### config.mk
export PLATFORM = sky130hd
export DESIGN_NAME = distance_vector_router_core
export DESIGN_NICKNAME = d
export VERILOG_FILES = /design/src/sv/dvr_pkg.sv /design/src/sv/dvr_store.sv /design/src/sv/dvr_seq.sv /design/src/sv/distance_vector_router_core.sv
export SDC_FILE = /design/constraint.sdc
export NUM_CORES = 2
export LEC_CHECK = 0
export BUFFER_PORTS_ARGS = -buffer_cell sky130_fd_sc_hd__buf_2
export CAP_MARGIN = 20
export CORE_ASPECT_RATIO = 0.7
export CORE_MARGIN = 4
export CORE_UTILIZATION = 40
export CTS_BUF_LIST = sky130_fd_sc_hd__clkbuf_2 sky130_fd_sc_hd__clkbuf_4 sky130_fd_sc_hd__clkbuf_8
export DETAILED_ROUTE_END_ITERATION = 16
export PLACE_DENSITY = 0.6
export SLEW_MARGIN = 30
export SYNTH_ARGS = -nofsm -noshare
export SYNTH_HDL_FRONTEND = slang
export SYNTH_SLANG_ARGS = --single-unit
### constraint.sdc
create_clock -name clk -period 10.8 [get_ports clk]
set_input_delay 2.7 -clock clk [delete_from_list [all_inputs] [get_ports clk]]
set_output_delay 2.7 -clock clk [all_outputs]
set_load 0.005 [all_outputs]
### src/sv/dvr_pkg.sv
`timescale 1ns / 1ps
package dvr_pkg;

  localparam int DEFAULT_NODES = 8;
  localparam int DEFAULT_COST_BITS = 16;
  // nodes that have a link cost field in the configuration
  localparam int LINK_NODES = 8;
  localparam logic [15:0] RESET_INFINITE = 16'd999;

  typedef enum logic [1:0] {
    OP_UPDATE = 2'd0,
    OP_LOOKUP = 2'd1,
    OP_INIT   = 2'd2
  } dvr_op_t;

  typedef enum logic [2:0] {
    CFG_MY_NODE   = 3'd0,
    CFG_NBR_MASK  = 3'd1,
    CFG_COST_LOW  = 3'd2,
    CFG_COST_HIGH = 3'd3,
    CFG_INF_COST  = 3'd4
  } dvr_cfg_idx_t;

  typedef enum logic [1:0] {
    ST_IDLE,
    ST_INIT,
    ST_RELAX
  } dvr_state_t;

  typedef struct packed {
    logic [2:0]  my_node_id;
    logic [7:0]  neighbor_mask;
    logic [63:0] nbr_cost_low;
    logic [63:0] nbr_cost_high;
    logic [15:0] infinite_cost;
  } dvr_cfg_t;

  typedef struct packed {
    logic [1:0]  opcode;
    logic [2:0]  src_node;
    logic [2:0]  entry_node;
    logic [15:0] entry_cost;
    logic [2:0]  dest_node;
    logic        last;
  } dvr_item_t;

  typedef struct packed {
    logic       deliver_local;
    logic       found;
    logic [2:0] next_hop;
    logic       routes_changed;
  } dvr_result_t;

  typedef struct packed {
    logic wr_en;
    logic clear;
  } dvr_mem_ctl_t;

endpackage

### src/sv/dvr_store.sv
`timescale 1ns / 1ps
module dvr_store #(
  parameter int NODES = dvr_pkg::DEFAULT_NODES,
  parameter int COST_BITS = dvr_pkg::DEFAULT_COST_BITS,
  localparam int AW = $clog2(NODES * NODES)
) (
  input  logic                  clk,
  input  logic                  rst,
  input  dvr_pkg::dvr_mem_ctl_t ctl,
  input  logic [AW-1:0]         waddr,
  input  logic [COST_BITS-1:0]  wdata,
  input  logic [AW-1:0]         raddr,
  output logic [COST_BITS-1:0]  rdata
);
  import dvr_pkg::*;

  localparam int DEPTH = NODES * NODES;
  localparam logic [COST_BITS-1:0] RESET_INF =
    (COST_BITS >= 10) ? COST_BITS'(RESET_INFINITE) : {COST_BITS{1'b1}};

  logic [COST_BITS-1:0] mem [DEPTH];
  logic [DEPTH-1:0]     valid;
  logic [COST_BITS-1:0] fill;
  logic [COST_BITS-1:0] mem_q;
  logic                 valid_q;

  always_ff @(posedge clk) begin
    if (ctl.wr_en) begin
      mem[waddr] <= wdata;
    end
    mem_q <= mem[raddr];
  end

  // entries not written since the last clear read as the fill value
  always_ff @(posedge clk) begin
    if (rst) begin
      valid   <= '0;
      fill    <= RESET_INF;
      valid_q <= 1'b0;
    end else begin
      if (ctl.clear) begin
        valid <= '0;
        fill  <= wdata;
      end else if (ctl.wr_en) begin
        valid[waddr] <= 1'b1;
      end
      valid_q <= valid[raddr];
    end
  end

  assign rdata = valid_q ? mem_q : fill;

endmodule

### src/sv/dvr_seq.sv
`timescale 1ns / 1ps
module dvr_seq #(
  parameter int NODES = dvr_pkg::DEFAULT_NODES,
  parameter int COST_BITS = dvr_pkg::DEFAULT_COST_BITS,
  localparam int AW = $clog2(NODES * NODES)
) (
  input  logic                  clk,
  input  logic                  rst,
  input  dvr_pkg::dvr_cfg_t     cfg,
  input  logic                  accept,
  input  dvr_pkg::dvr_item_t    item,
  output logic                  idle,
  output logic                  res_push,
  output dvr_pkg::dvr_result_t  res,
  output dvr_pkg::dvr_mem_ctl_t mem_ctl,
  output logic [AW-1:0]         waddr,
  output logic [COST_BITS-1:0]  wdata,
  output logic [AW-1:0]         raddr,
  input  logic [COST_BITS-1:0]  rdata
);
  import dvr_pkg::*;

  localparam int NB = $clog2(NODES);
  localparam int KB = NB + 1;
  localparam logic [COST_BITS-1:0] COST_MAX = {COST_BITS{1'b1}};

  function automatic logic [COST_BITS-1:0] clamp_cost(logic [15:0] c,
                                                      logic [COST_BITS-1:0] lim);
    return (33'(c) < 33'(lim)) ? COST_BITS'(c) : lim;
  endfunction

  function automatic logic nbr_of(logic [4:0] n, logic [2:0] me, logic [7:0] mask);
    return (n < 5'(LINK_NODES)) && (32'(n) < NODES) && (n != 5'(me)) && mask[n[2:0]];
  endfunction

  function automatic logic [AW-1:0] addr_of(logic [4:0] row, logic [4:0] col);
    return AW'(AW'(row) * AW'(NODES) + AW'(col));
  endfunction

  dvr_state_t state, state_next;

  logic [KB-1:0]        k;
  logic [NB-1:0]        d;
  logic                 issuing;
  logic                 p_valid;
  logic [KB-1:0]        p_k;
  logic [NB-1:0]        p_d;
  logic                 p_nbr;
  logic [COST_BITS-1:0] p_link;
  logic [COST_BITS-1:0] best;
  logic                 changed;
  logic [NB-1:0]        c;
  logic [2:0]           hop_table [NODES];
  logic [NODES-1:0]     hop_valid;

  logic [LINK_NODES-1:0][15:0] link_raw;
  logic [COST_BITS-1:0] inf_cost;
  logic [COST_BITS-1:0] link_k;
  logic [COST_BITS-1:0] link_c;
  logic [4:0]           me5;
  logic [4:0]           kn5;
  logic [4:0]           pn5;
  logic [4:0]           c5;
  logic                 me_ok;
  logic                 store_ok;
  logic [COST_BITS:0]   sum;
  logic [COST_BITS-1:0] sat;
  logic                 improve;
  logic                 done_relax;
  logic                 start_relax;
  logic                 start_init;

  assign link_raw = {cfg.nbr_cost_high, cfg.nbr_cost_low};
  assign inf_cost = (33'(cfg.infinite_cost) < 33'(COST_MAX)) ?
                    COST_BITS'(cfg.infinite_cost) : COST_MAX;
  assign me5   = 5'(cfg.my_node_id);
  assign me_ok = 32'(cfg.my_node_id) < NODES;
  assign kn5   = 5'(k) - 5'd1;
  assign pn5   = 5'(p_k) - 5'd1;
  assign c5    = 5'(c);

  assign link_k = (kn5 < 5'(LINK_NODES)) ? clamp_cost(link_raw[kn5[2:0]], inf_cost)
                                         : inf_cost;
  assign link_c = (c5 < 5'(LINK_NODES)) ? clamp_cost(link_raw[c5[2:0]], inf_cost)
                                        : inf_cost;

  assign store_ok = (32'(item.src_node) < NODES) && (32'(item.entry_node) < NODES) &&
                    (item.src_node != cfg.my_node_id);

  // relaxation: link cost plus neighbor's advertised cost, saturated
  assign sum = {1'b0, p_link} + {1'b0, rdata};
  assign sat = (sum > {1'b0, inf_cost}) ? inf_cost : sum[COST_BITS-1:0];
  assign improve = (state == ST_RELAX) && p_valid && (p_k != '0) && p_nbr && (sat < best);
  assign done_relax = (state == ST_RELAX) && p_valid && (p_k == KB'(NODES)) &&
                      (p_d == NB'(NODES - 1));

  assign start_relax = (state == ST_IDLE) && accept && (item.opcode == OP_UPDATE) &&
                       item.last && me_ok;
  assign start_init  = (state == ST_IDLE) && accept && (item.opcode == OP_INIT);

  // slot zero of each destination reads the own row, the rest read neighbor rows
  assign raddr = (k == '0) ? addr_of(me5, 5'(d)) : addr_of(kn5, 5'(d));
  assign idle  = (state == ST_IDLE);

  always_ff @(posedge clk) begin
    if (rst) begin
      state <= ST_IDLE;
    end else begin
      state <= state_next;
    end
  end

  always_comb begin
    state_next = state;
    mem_ctl    = '0;
    waddr      = '0;
    wdata      = '0;
    res        = '0;
    res_push   = 1'b0;
    case (state)
      ST_IDLE: begin
        if (accept) begin
          case (item.opcode)
            OP_UPDATE: begin
              if (store_ok) begin
                mem_ctl.wr_en = 1'b1;
                waddr = addr_of(5'(item.src_node), 5'(item.entry_node));
                wdata = clamp_cost(item.entry_cost, inf_cost);
              end
              if (item.last && me_ok) begin
                state_next = ST_RELAX;
              end else begin
                res_push = 1'b1;
              end
            end
            OP_LOOKUP: begin
              res_push = 1'b1;
              if (item.dest_node == cfg.my_node_id) begin
                res.deliver_local = 1'b1;
              end else if ((32'(item.dest_node) < NODES) &&
                           hop_valid[NB'(item.dest_node)]) begin
                res.found    = 1'b1;
                res.next_hop = hop_table[NB'(item.dest_node)];
              end
            end
            OP_INIT: begin
              mem_ctl.clear = 1'b1;
              wdata = inf_cost;
              res_push = 1'b1;
              if (me_ok) begin
                state_next = ST_INIT;
              end
            end
            default: begin
              res_push = 1'b1;
            end
          endcase
        end
      end
      ST_INIT: begin
        mem_ctl.wr_en = 1'b1;
        waddr = addr_of(me5, c5);
        if (c5 == me5) begin
          wdata = '0;
        end else if (nbr_of(c5, cfg.my_node_id, cfg.neighbor_mask)) begin
          wdata = link_c;
        end else begin
          wdata = inf_cost;
        end
        if (c == NB'(NODES - 1)) begin
          state_next = ST_IDLE;
        end
      end
      ST_RELAX: begin
        if (improve) begin
          mem_ctl.wr_en = 1'b1;
          waddr = addr_of(me5, 5'(p_d));
          wdata = sat;
        end
        if (done_relax) begin
          res_push = 1'b1;
          res.routes_changed = changed | improve;
          state_next = ST_IDLE;
        end
      end
      default: begin
        state_next = ST_IDLE;
      end
    endcase
  end

  always_ff @(posedge clk) begin
    if (rst) begin
      k         <= '0;
      d         <= '0;
      c         <= '0;
      issuing   <= 1'b0;
      p_valid   <= 1'b0;
      changed   <= 1'b0;
      hop_valid <= '0;
      hop_table <= '{default: '0};
    end else begin
      if (start_init) begin
        hop_valid <= '0;
        hop_table <= '{default: '0};
        c <= '0;
      end
      if (start_relax) begin
        issuing <= 1'b1;
        k <= '0;
        d <= '0;
        changed <= 1'b0;
      end
      if (state == ST_INIT) begin
        if (nbr_of(c5, cfg.my_node_id, cfg.neighbor_mask)) begin
          hop_table[c] <= c5[2:0];
          hop_valid[c] <= 1'b1;
        end
        c <= c + NB'(1);
      end
      if (state == ST_RELAX) begin
        p_valid <= issuing;
        if (issuing) begin
          p_k    <= k;
          p_d    <= d;
          p_nbr  <= nbr_of(kn5, cfg.my_node_id, cfg.neighbor_mask);
          p_link <= link_k;
          if (k == KB'(NODES)) begin
            k <= '0;
            if (d == NB'(NODES - 1)) begin
              issuing <= 1'b0;
            end else begin
              d <= d + NB'(1);
            end
          end else begin
            k <= k + KB'(1);
          end
        end
        if (p_valid && (p_k == '0)) begin
          best <= rdata;
        end
        if (improve) begin
          best <= sat;
          hop_table[p_d] <= pn5[2:0];
          hop_valid[p_d] <= 1'b1;
          changed <= 1'b1;
        end
      end
    end
  end

  a_relax_start: assert property (@(posedge clk) disable iff (rst)
    start_relax |=> (state == ST_RELAX) && issuing && !p_valid)
    else $error("relaxation did not start after a final update entry");

  a_pipe_in_relax: assert property (@(posedge clk) disable iff (rst)
    p_valid |-> (state == ST_RELAX))
    else $error("relaxation pipeline busy outside relaxation");

  a_best_monotone: assert property (@(posedge clk) disable iff (rst)
    ((state == ST_RELAX) && p_valid && (p_k > KB'(1))) |-> (best <= $past(best)))
    else $error("best cost rose within one destination");

endmodule

### src/sv/distance_vector_router_core.sv
`timescale 1ns / 1ps
// Distance-vector router. Path costs live in a NODES*NODES single-port-read
// store; next hops sit in flip-flops. A lookup, a route update entry without
// tlast and an unused opcode push their result from the idle state. An init
// clears the store: the other rows fall back to the infinite cost through
// per-entry valid flags and a fill value, and only this node's row is swept.
// A route update entry with tlast set starts the Bellman-Ford pass, which
// issues one store read per destination for its own row and for each node's
// row, one after another on the single read port. Results go to a two-entry
// output queue, so a new transaction is taken while one result still waits.
module distance_vector_router_core #(
  parameter int NODES = dvr_pkg::DEFAULT_NODES,
  parameter int COST_BITS = dvr_pkg::DEFAULT_COST_BITS
) (
  input  logic        clk,
  input  logic        rst,
  input  logic        s_tvalid,
  output logic        s_tready,
  // src_node[2:0], entry_node[5:3], entry_cost[21:6], dest_node[24:22], zero
  input  logic [31:0] s_tdata,
  // opcode[1:0]
  input  logic [1:0]  s_tuser,
  input  logic        s_tlast,
  output logic        m_tvalid,
  input  logic        m_tready,
  // deliver_local[0], found[1], next_hop[4:2], routes_changed[5], zero
  output logic [7:0]  m_tdata,
  input  logic        cfg_valid,
  output logic        cfg_ready,
  input  logic [2:0]  cfg_index,
  input  logic [63:0] cfg_data
);
  import dvr_pkg::*;

  localparam int AW = $clog2(NODES * NODES);

  dvr_cfg_t             cfg;
  dvr_item_t            item;
  dvr_result_t          res;
  dvr_mem_ctl_t         mem_ctl;
  logic                 seq_idle;
  logic                 res_push;
  logic                 s_accept;
  logic                 m_pop;
  logic [AW-1:0]        waddr;
  logic [AW-1:0]        raddr;
  logic [COST_BITS-1:0] wdata;
  logic [COST_BITS-1:0] rdata;

  dvr_result_t          queue [2];
  logic [1:0]           count;
  logic                 wr_ptr;
  logic                 rd_ptr;

  assign cfg_ready = 1'b1;

  always_ff @(posedge clk) begin
    if (rst) begin
      cfg.my_node_id    <= '0;
      cfg.neighbor_mask <= '0;
      cfg.nbr_cost_low  <= '0;
      cfg.nbr_cost_high <= '0;
      cfg.infinite_cost <= RESET_INFINITE;
    end else if (cfg_valid && cfg_ready) begin
      case (cfg_index)
        CFG_MY_NODE:   cfg.my_node_id    <= cfg_data[2:0];
        CFG_NBR_MASK:  cfg.neighbor_mask <= cfg_data[7:0];
        CFG_COST_LOW:  cfg.nbr_cost_low  <= cfg_data;
        CFG_COST_HIGH: cfg.nbr_cost_high <= cfg_data;
        CFG_INF_COST:  cfg.infinite_cost <= cfg_data[15:0];
        default: ;
      endcase
    end
  end

  assign item.opcode     = s_tuser;
  assign item.src_node   = s_tdata[2:0];
  assign item.entry_node = s_tdata[5:3];
  assign item.entry_cost = s_tdata[21:6];
  assign item.dest_node  = s_tdata[24:22];
  assign item.last       = s_tlast;

  // every transaction yields one result, so keep a queue slot free
  assign s_tready = seq_idle && (count != 2'd2);
  assign s_accept = s_tvalid && s_tready;

  dvr_seq #(
    .NODES(NODES),
    .COST_BITS(COST_BITS)
  ) u_seq (
    .clk     (clk),
    .rst     (rst),
    .cfg     (cfg),
    .accept  (s_accept),
    .item    (item),
    .idle    (seq_idle),
    .res_push(res_push),
    .res     (res),
    .mem_ctl (mem_ctl),
    .waddr   (waddr),
    .wdata   (wdata),
    .raddr   (raddr),
    .rdata   (rdata)
  );

  dvr_store #(
    .NODES(NODES),
    .COST_BITS(COST_BITS)
  ) u_store (
    .clk  (clk),
    .rst  (rst),
    .ctl  (mem_ctl),
    .waddr(waddr),
    .wdata(wdata),
    .raddr(raddr),
    .rdata(rdata)
  );

  assign m_tvalid = (count != 2'd0);
  assign m_pop    = m_tvalid && m_tready;
  assign m_tdata  = {2'b00, queue[rd_ptr].routes_changed, queue[rd_ptr].next_hop,
                     queue[rd_ptr].found, queue[rd_ptr].deliver_local};

  always_ff @(posedge clk) begin
    if (res_push) begin
      queue[wr_ptr] <= res;
    end
  end

  always_ff @(posedge clk) begin
    if (rst) begin
      count  <= 2'd0;
      wr_ptr <= 1'b0;
      rd_ptr <= 1'b0;
    end else begin
      if (res_push) begin
        wr_ptr <= ~wr_ptr;
      end
      if (m_pop) begin
        rd_ptr <= ~rd_ptr;
      end
      if (res_push && !m_pop) begin
        count <= count + 2'd1;
      end else if (!res_push && m_pop) begin
        count <= count - 2'd1;
      end
    end
  end

  a_no_overflow: assert property (@(posedge clk) disable iff (rst)
    !(res_push && !m_pop && (count == 2'd2)))
    else $error("result queue overflow");

endmodule

### After elaboration in Yosys (flattened, before gate mapping)

Memory sizes are Yosys's and may differ from the RTL's. A register that Yosys moved wholly into a read port is not among the register bits.
Cells that the tools add are included.

| operators by class | value |
|---|---|
| add/subtract/negate cells | 13 |
| eq/ne operators | 24 |
| reductions and logical operators | 48 |
| multiplexer cells | 117 |
| order comparisons | 24 |
| bitwise operators | 10 |

Operators by type and width:

| kind | number |
|---|---|
| $mux W16 | 17 |
| $mux W24 | 7 |
| $bmux W16 S3 | 2 |
| $lt A16 B16 Y1 | 4 |
| $or A64 B64 Y64 | 1 |
| $mux W8 | 7 |
| $bwmux W24 | 2 |
| $pmux W16 S3 | 1 |
| $mux W1 | 33 |
| $mux W3 | 11 |
| $pmux W16 S2 | 1 |
| $add A6 B3 Y6 | 5 |
| $mux W6 | 5 |
| $logic_and A1 B1 Y1 | 27 |
| $lt A3 B4 Y1 const B | 6 |
| $mux W4 | 6 |
| $demux W3 S3 | 2 |
| $pmux W6 S3 | 1 |
| $add A16 B16 Y17 | 1 |
| $gt A17 B16 Y1 | 1 |
| $lt A16 B16 Y1 const B | 1 |
| $or A8 B8 Y8 | 2 |
| $mux W5 | 3 |
| $lt A6 B7 Y1 const B | 2 |
| 47 further kinds | 88 |

| word-level totals | value |
|---|---|
| bits of input ports | 107 |
| memory bits (writable) | 1036 |
| output and inout bits | 11 |
| word-level logic and storage cells | 270 |
| memories | 2 |
| register bits after elaboration | 327 |

Memory list:

| memory | depth | bits a word | rd ports | clocked after Yosys merged registers in | write ports | line | text |
|---|---|---|---|---|---|---|---|
| u_store.mem | 64 | 16 | 1 | 1 | 1 | dvr_store.sv:21 | `logic [COST_BITS-1:0] mem [DEPTH];` |
| queue | 2 | 6 | 1 | 1 | 1 | distance_vector_router_core.sv:50 | `dvr_result_t queue [2];` |

### Logic depth before layout (Yosys ltp)

| logic depth | value |
|---|---|
| depth in word-level cells | 14 |
| depth in mapped cells | 34 |
| gate-level depth less buffers | 29 |

### Hierarchy

Synthesis repeated with hierarchy kept, for this count alone.

| unflattened totals | value |
|---|---|
| cells, all modules | 3659 |
| area, all modules | 58508.6 sq um |

By module, submodules not included:

| module | sequential area each (sq um) | area each (sq um) | cells an instance | instances |
|---|---|---|---|---|
| dvr_store | 32691.4 | 42757.3 | 1979 | 1 |
| dvr_seq | 2142.1 | 9670.5 | 983 | 1 |
| distance_vector_router_core | 3563.4 | 6080.8 | 697 | 1 |

### Worst setup path after synthesis

No wires, ideal clock.

| timing | value |
|---|---|
| path type | reg2reg |
| start | register u_store.valid_q |
| end | memory u_store.mem[0][11] in the netlist's numbering, data pin |
| data arrival time | 9.039 ns |
| library setup time | 0.567 ns |
| setup slack | 1.194 ns |
| stages on the path, launching flop included | 33 |
| data required time | 10.233 ns |
| clock period less this slack | 9.606 ns |
| buffers on the path | 5 |
| path through | dfxtp_1 -> clkbuf_1 -> buf_1 -> mux2_2 -> ha_1 -> fa_1 -> a211oi_2 -> o21bai_1 -> o31ai_4 -> o21ai_0 -> a21o_1 -> a21oi_1 -> xnor2_1 -> ha_1 -> nand3_1 -> nor2_1 -> o311a_1 -> or4b_1 -> a21oi_1 -> clkbuf_1 -> nor2_1 -> a21oi_1 -> inv_1 -> ha_1 -> a21oi_1 -> o211ai_1 -> a21oi_2 -> and4_1 -> o31a_1 -> nor3_1 -> clkbuf_1 -> clkbuf_1 -> o221ai_1 |

| on the way | value |
|---|---|
| word-level cells in the longest chain between the ends | 8 |

Ends and longest elaborated chain:

| item | line | text |
|---|---|---|
| from (decl) | dvr_store.sv:25 | `logic valid_q;` |
| from (signal assigned) | dvr_store.sv:47 | `valid_q <= valid[raddr];` |
| $mux W16 (*) | dvr_store.sv:51 | `assign rdata = valid_q ? mem_q : fill;` |
| $add A16 B16 Y17 (*) | dvr_seq.sv:91 | `assign sum = {1'b0, p_link} + {1'b0, rdata};` |
| $gt A17 B16 Y1 | dvr_seq.sv:92 | `assign sat = (sum > {1'b0, inf_cost}) ? inf_cost : sum[COST_BITS-1:0];` |
| $mux W16 (*) | dvr_seq.sv:92 |  |
| $lt A16 B16 Y1 | dvr_seq.sv:93 | `assign improve = (state == ST_RELAX) && p_valid && (p_k != '0) && p_nbr && (sat < best);` |
| $logic_and A1 B1 Y1 | dvr_seq.sv:93 |  |
| $mux W16 (*) | dvr_seq.sv:175 | `if (improve) begin` |
| $pmux W16 S3 (*) | dvr_seq.sv:120 | `case (state)` |
| named net u_seq.wdata[11] | dvr_seq.sv:17 | `output logic [COST_BITS-1:0] wdata,` |
| to (decl) | dvr_store.sv:21 |  |

The timed path passes the listed nets; every way through them passes the cells marked *.

### Final worst setup path

| timing | value |
|---|---|
| start | register u_store.valid_q |
| end | memory u_store.mem[10][10] in the netlist's numbering (enable) |

| on the way | value |
|---|---|
| word-level cells in the longest chain between the ends | 10 |
| elaborated cells between the ends (all ways) | 12 |
| those cells by class | 1 x add/sub; 2 x order compare; 8 x mux; 1 x reduce/logical |

Ends and longest elaborated chain:

| item | line | text |
|---|---|---|
| $mux W16 (*) | dvr_store.sv:51 |  |
| $add A16 B16 Y17 (*) | dvr_seq.sv:91 |  |
| $gt A17 B16 Y1 | dvr_seq.sv:92 |  |
| $mux W16 (*) | dvr_seq.sv:92 |  |
| $lt A16 B16 Y1 (*) | dvr_seq.sv:93 |  |
| $logic_and A1 B1 Y1 (*) | dvr_seq.sv:93 |  |
| $mux W1 | dvr_seq.sv:175 |  |
| $pmux W1 S3 | dvr_seq.sv:120 |  |
| $mux W1 | dvr_store.sv:28 | `if (ctl.wr_en) begin` |
| $mux W1 (implied by the code) | dvr_store.sv:29 | `mem[waddr] <= wdata;` |

Mark *: on every way between the ends. The rest lies on a longest branch, timed or not.

==> impl_metrics.tcl <==
set metrics [dict create \
    p_sw_share_pct 23.4 \
    dp_hpwl_um 99800 \
    yosysSeqAreaShare_pct 65.3 \
    crit_family "compound AO/OA/AOI/OAI gates" \
    worstHoldPathCells 2 \
    power_switching_w 0.00250 \
    ys_dominant_reg_cell "edfxtp_1" \
    syn_area_per_cell_um2 15.4 \
    yosys.area.top_type_share_pct 54.9 \
    ff2ff_setup_slack_ps 500 \
    drive_gt1_share_pct 27.4 \
    io_buffers 107 \
    crit_path_end_kind "flip-flop" \
    vias_per_cell 5.75 \
    rsz0062_at_grt "false" \
    clkLatencyLatePin_ps 900 \
    grt_pass1_vias 33896 \
    grt_pass1_wl_um 234000 \
    r2r_end "u_store.mem[10][10]" \
    final_common_cell "edfxtp_1" \
    finalClockSkew_ps 61.4 \
    chipWidth_um 466 \
    cts_setup_buffers 0 \
    postRouteAntennaNets 0 \
    p_int_w 0.00818 \
    numCtsBuffers 192 \
    die_h_um 329 \
    synthTopCellsByArea "edfxtp_1 55%, mux4_2 15%, dfxtp_1 10%, nand2_1 3.1%, a21oi_1 2.3%" \
    fin_area_mm2 0.0663 \
    fmax_mhz 97.1 \
    met1_usage_pct 33.2 \
    gp_congestion 0.924 \
    clkPwrFrac_pct 38.8 \
    worstPathMaxFanout 25 \
    critPathBufInv 5 \
    worstPathArrival_ps 10810 \
    clockRootBuffer "clkbuf_8" \
    antenna_found_initial 13 \
    final_max_slew_viol_count 0 \
    die_area_mm2 0.153 \
    ys_warn_count 0 \
    ctsHoldBuffers 0 \
    tightest_slew_ps 1040 \
    grt_max_degree 143 \
    cts_sinks 1380 \
    regToRegStartpoint "u_store.valid_q" \
    synth_edf_count 1076 \
    cts_tree "yes" \
    drc_errors 0 \
    final_cell_mix "1,076 x edfxtp_1, 485 x nand2_1, 388 x mux4_2" \
    start_util_pct 40.4 \
    cellLeakagePower_nw 21.5 \
    crit_required_ps 11310 \
    gr-total-overflow 0 \
    fillers 12852 \
    busiest_layer "met1" \
    num_rows 117 \
    htreeDepth 4 \
    postCtsResizedCells 0 \
    wirelength_um 162000 \
    path_common_cell "buf_4" \
    firstDrtPassIters 5 \
    met3_usage_pct 5.39 \
    netlist-cell-type-count 78 \
    combPwrFrac_pct 6.5 \
    cp_slowest_stage_delay_ps 640 \
    dpl-instance-area_mm2 0.0624 \
    hp-start "u_store.valid[9]" \
    areaGrowthSynthToFinish_pct 12.7 \
    maxSlewHeadroom_pct 30.3 \
    yosysTopAreaCell "edfxtp_1" \
    clockBufferDepth 3 \
    nets 4240 \
    cp-start-kind "flip-flop" \
    peakVddDrop_uv 114 \
    reg2reg_depth 33 \
    power_density_mw_per_mm2 161 \
    syn_area_mm2 0.0588 \
    met2_usage_pct 27.7 \
    fin_crit_sh_pct 95.4 \
    wl_per_cell_um 26.2 \
    status "finished, final reports clean" \
    seq_power_share_pct 54.8 \
    finalHoldViolations 0 \
    cap_violations 0 \
    clkTransAtPathRegs_ps 60 \
    drtIter0Drc 4577 \
    pin_count 118 \
    synth_cells 3830 \
    hold_end "u_store.valid[9]" \
    core_mm2 0.146 \
    hold_path_class "reg2reg" \
    via_count 35459 \
    ys_ff_latch 1380 \
    critical-path-slowest-cell "or4b_1" \
    grt_use_total_pct 20.8 \
    setup-tns-final_ps 0 \
    async_reset_ff_share_pct 0 \
    finalCriticalPeriod_ps 10300 \
    worst-setup-path-type "reg2reg" \
    setup_viol 0 \
]
metrics by stage:
stage / hold slack, ps / utilization [%] / power (W) / setup WS [ps] / cells
detailed placement: 437 / 42.8 / 0.00663 / 935 / 5800
CTS: 447 / 45.4 / 0.0107 / 853 / 6153
finish: 448 / 45.5 / 0.0107 / 501 / 6163
global route: 472 / 45.5 / 0.0111 / 190 / 6158
global placement: 429 / 42.8 / 0.00662 / 1010 / 5800
floorplan: 406 / - / 0.00635 / 1190 / 3831
layout make-up:
class                           count  area [um^2]  share of cell area [%]
Multi-Input combinational cell   2125        19600                    29.5
Timing Repair Buffer              242         1610                    2.42
Antenna cell                       10         25.0                  0.0377
Clock inverter                     70          483                   0.728
Tap cell                         1963         2460                    3.70
Inverter                           90          338                   0.509
Clock buffer                      283         3410                    5.15
Sequential cell                  1380        38400                    57.9
synthesized netlist by cell type (4+ instances only):
cell type	instances
edfxtp_1	1076
nand2_1	486
mux4_2	388
dfxtp_1	304
a21oi_1	274
nor2_1	196
clkbuf_1	185
ha_1	101
inv_1	90
mux2_2	87
o21ai_0	67
mux2i_1	38
a211oi_1	37
buf_1	33
nand3_1	33
nor3_1	29
and2_1	25
o21a_1	25
nand2b_1	24
a31oi_1	21
nand4_1	21
o31ai_1	19
a22oi_1	18
nand3b_1	18
a21o_1	17
o211ai_1	17
xor2_1	17
buf_2	15
o22ai_1	14
a211o_1	11
or3_1	11
xnor2_1	11
or2_2	10
o221ai_1	8
nor2b_1	7
a2111oi_0	5
and3_1	5
o21bai_1	5
or4_1	5
a22o_1	4
a311oi_1	4
power groups by stage:
stage	clock network (W)	registers (W)	logic, W
2_1_floorplan	0	0.00595	0.000401
3_5_place_dp	0	0.00596	0.000675
5_1_grt	0.00448	0.00585	0.000743
3_3_place_gp	0	0.00596	0.000664
4_1_cts	0.00422	0.00584	0.000677
6_report	0.00414	0.00585	0.000690
metal layers:
metal / vias up / wire length (um)
li1: 15309 / -
met1: 18292 / 74500
met2: 1646 / 66500
met3: 212 / 17700
met4: 0 / 2860
met5: - / 0
cell families after synthesis:
family	share of synthesized area, %
AO/OA/AOI/OAI	6.27
XOR/XNOR	0.417
adder cells (fa/ha/maj)	2.18
buffers and inverters	2.13
flip-flops	65.3
multiplexers	17.2
other	0.0128
AND/OR/NAND/NOR	6.56
sequential cells by signal, summed over array words and instances, names as in the netlist, 2 cells and up, named ones only:
register	flops
count	2
u_seq.p_link	16
queue	12
cfg	155
u_store.fill	16
u_store.valid	64
u_seq.hop_table	24
u_seq.k	4
u_seq.p_k	4
u_seq.c	3
u_store.mem	1024
u_seq.best	16
u_seq.hop_valid	8
u_seq.state	2
u_seq.p_d	3
u_seq.d	3
u_store.mem_q	16
worst min-delay path: stages (launching register included):
cell     delay [ps]
dfxtp_1         310
inv_1            50
a21oi_1          50
how the worst max path moves through the flow:
stage,slack (ps),startpoint,endpoint,cells past startpoint
after floorplan,1190,u_store.valid_q,u_store.mem[0][11],32
after global placement,1010,u_store.valid_q,u_store.mem[40][10],31
after detailed placement,930,u_store.valid_q,u_store.mem[40][10],31
after CTS,850,u_store.valid_q,u_store.mem[40][9],31
after global routing,190,u_store.valid_q,u_store.mem[56][10],31
final,500,u_store.valid_q,u_store.mem[10][10],33
Note: power is estimated with default switching activity, not from simulation.
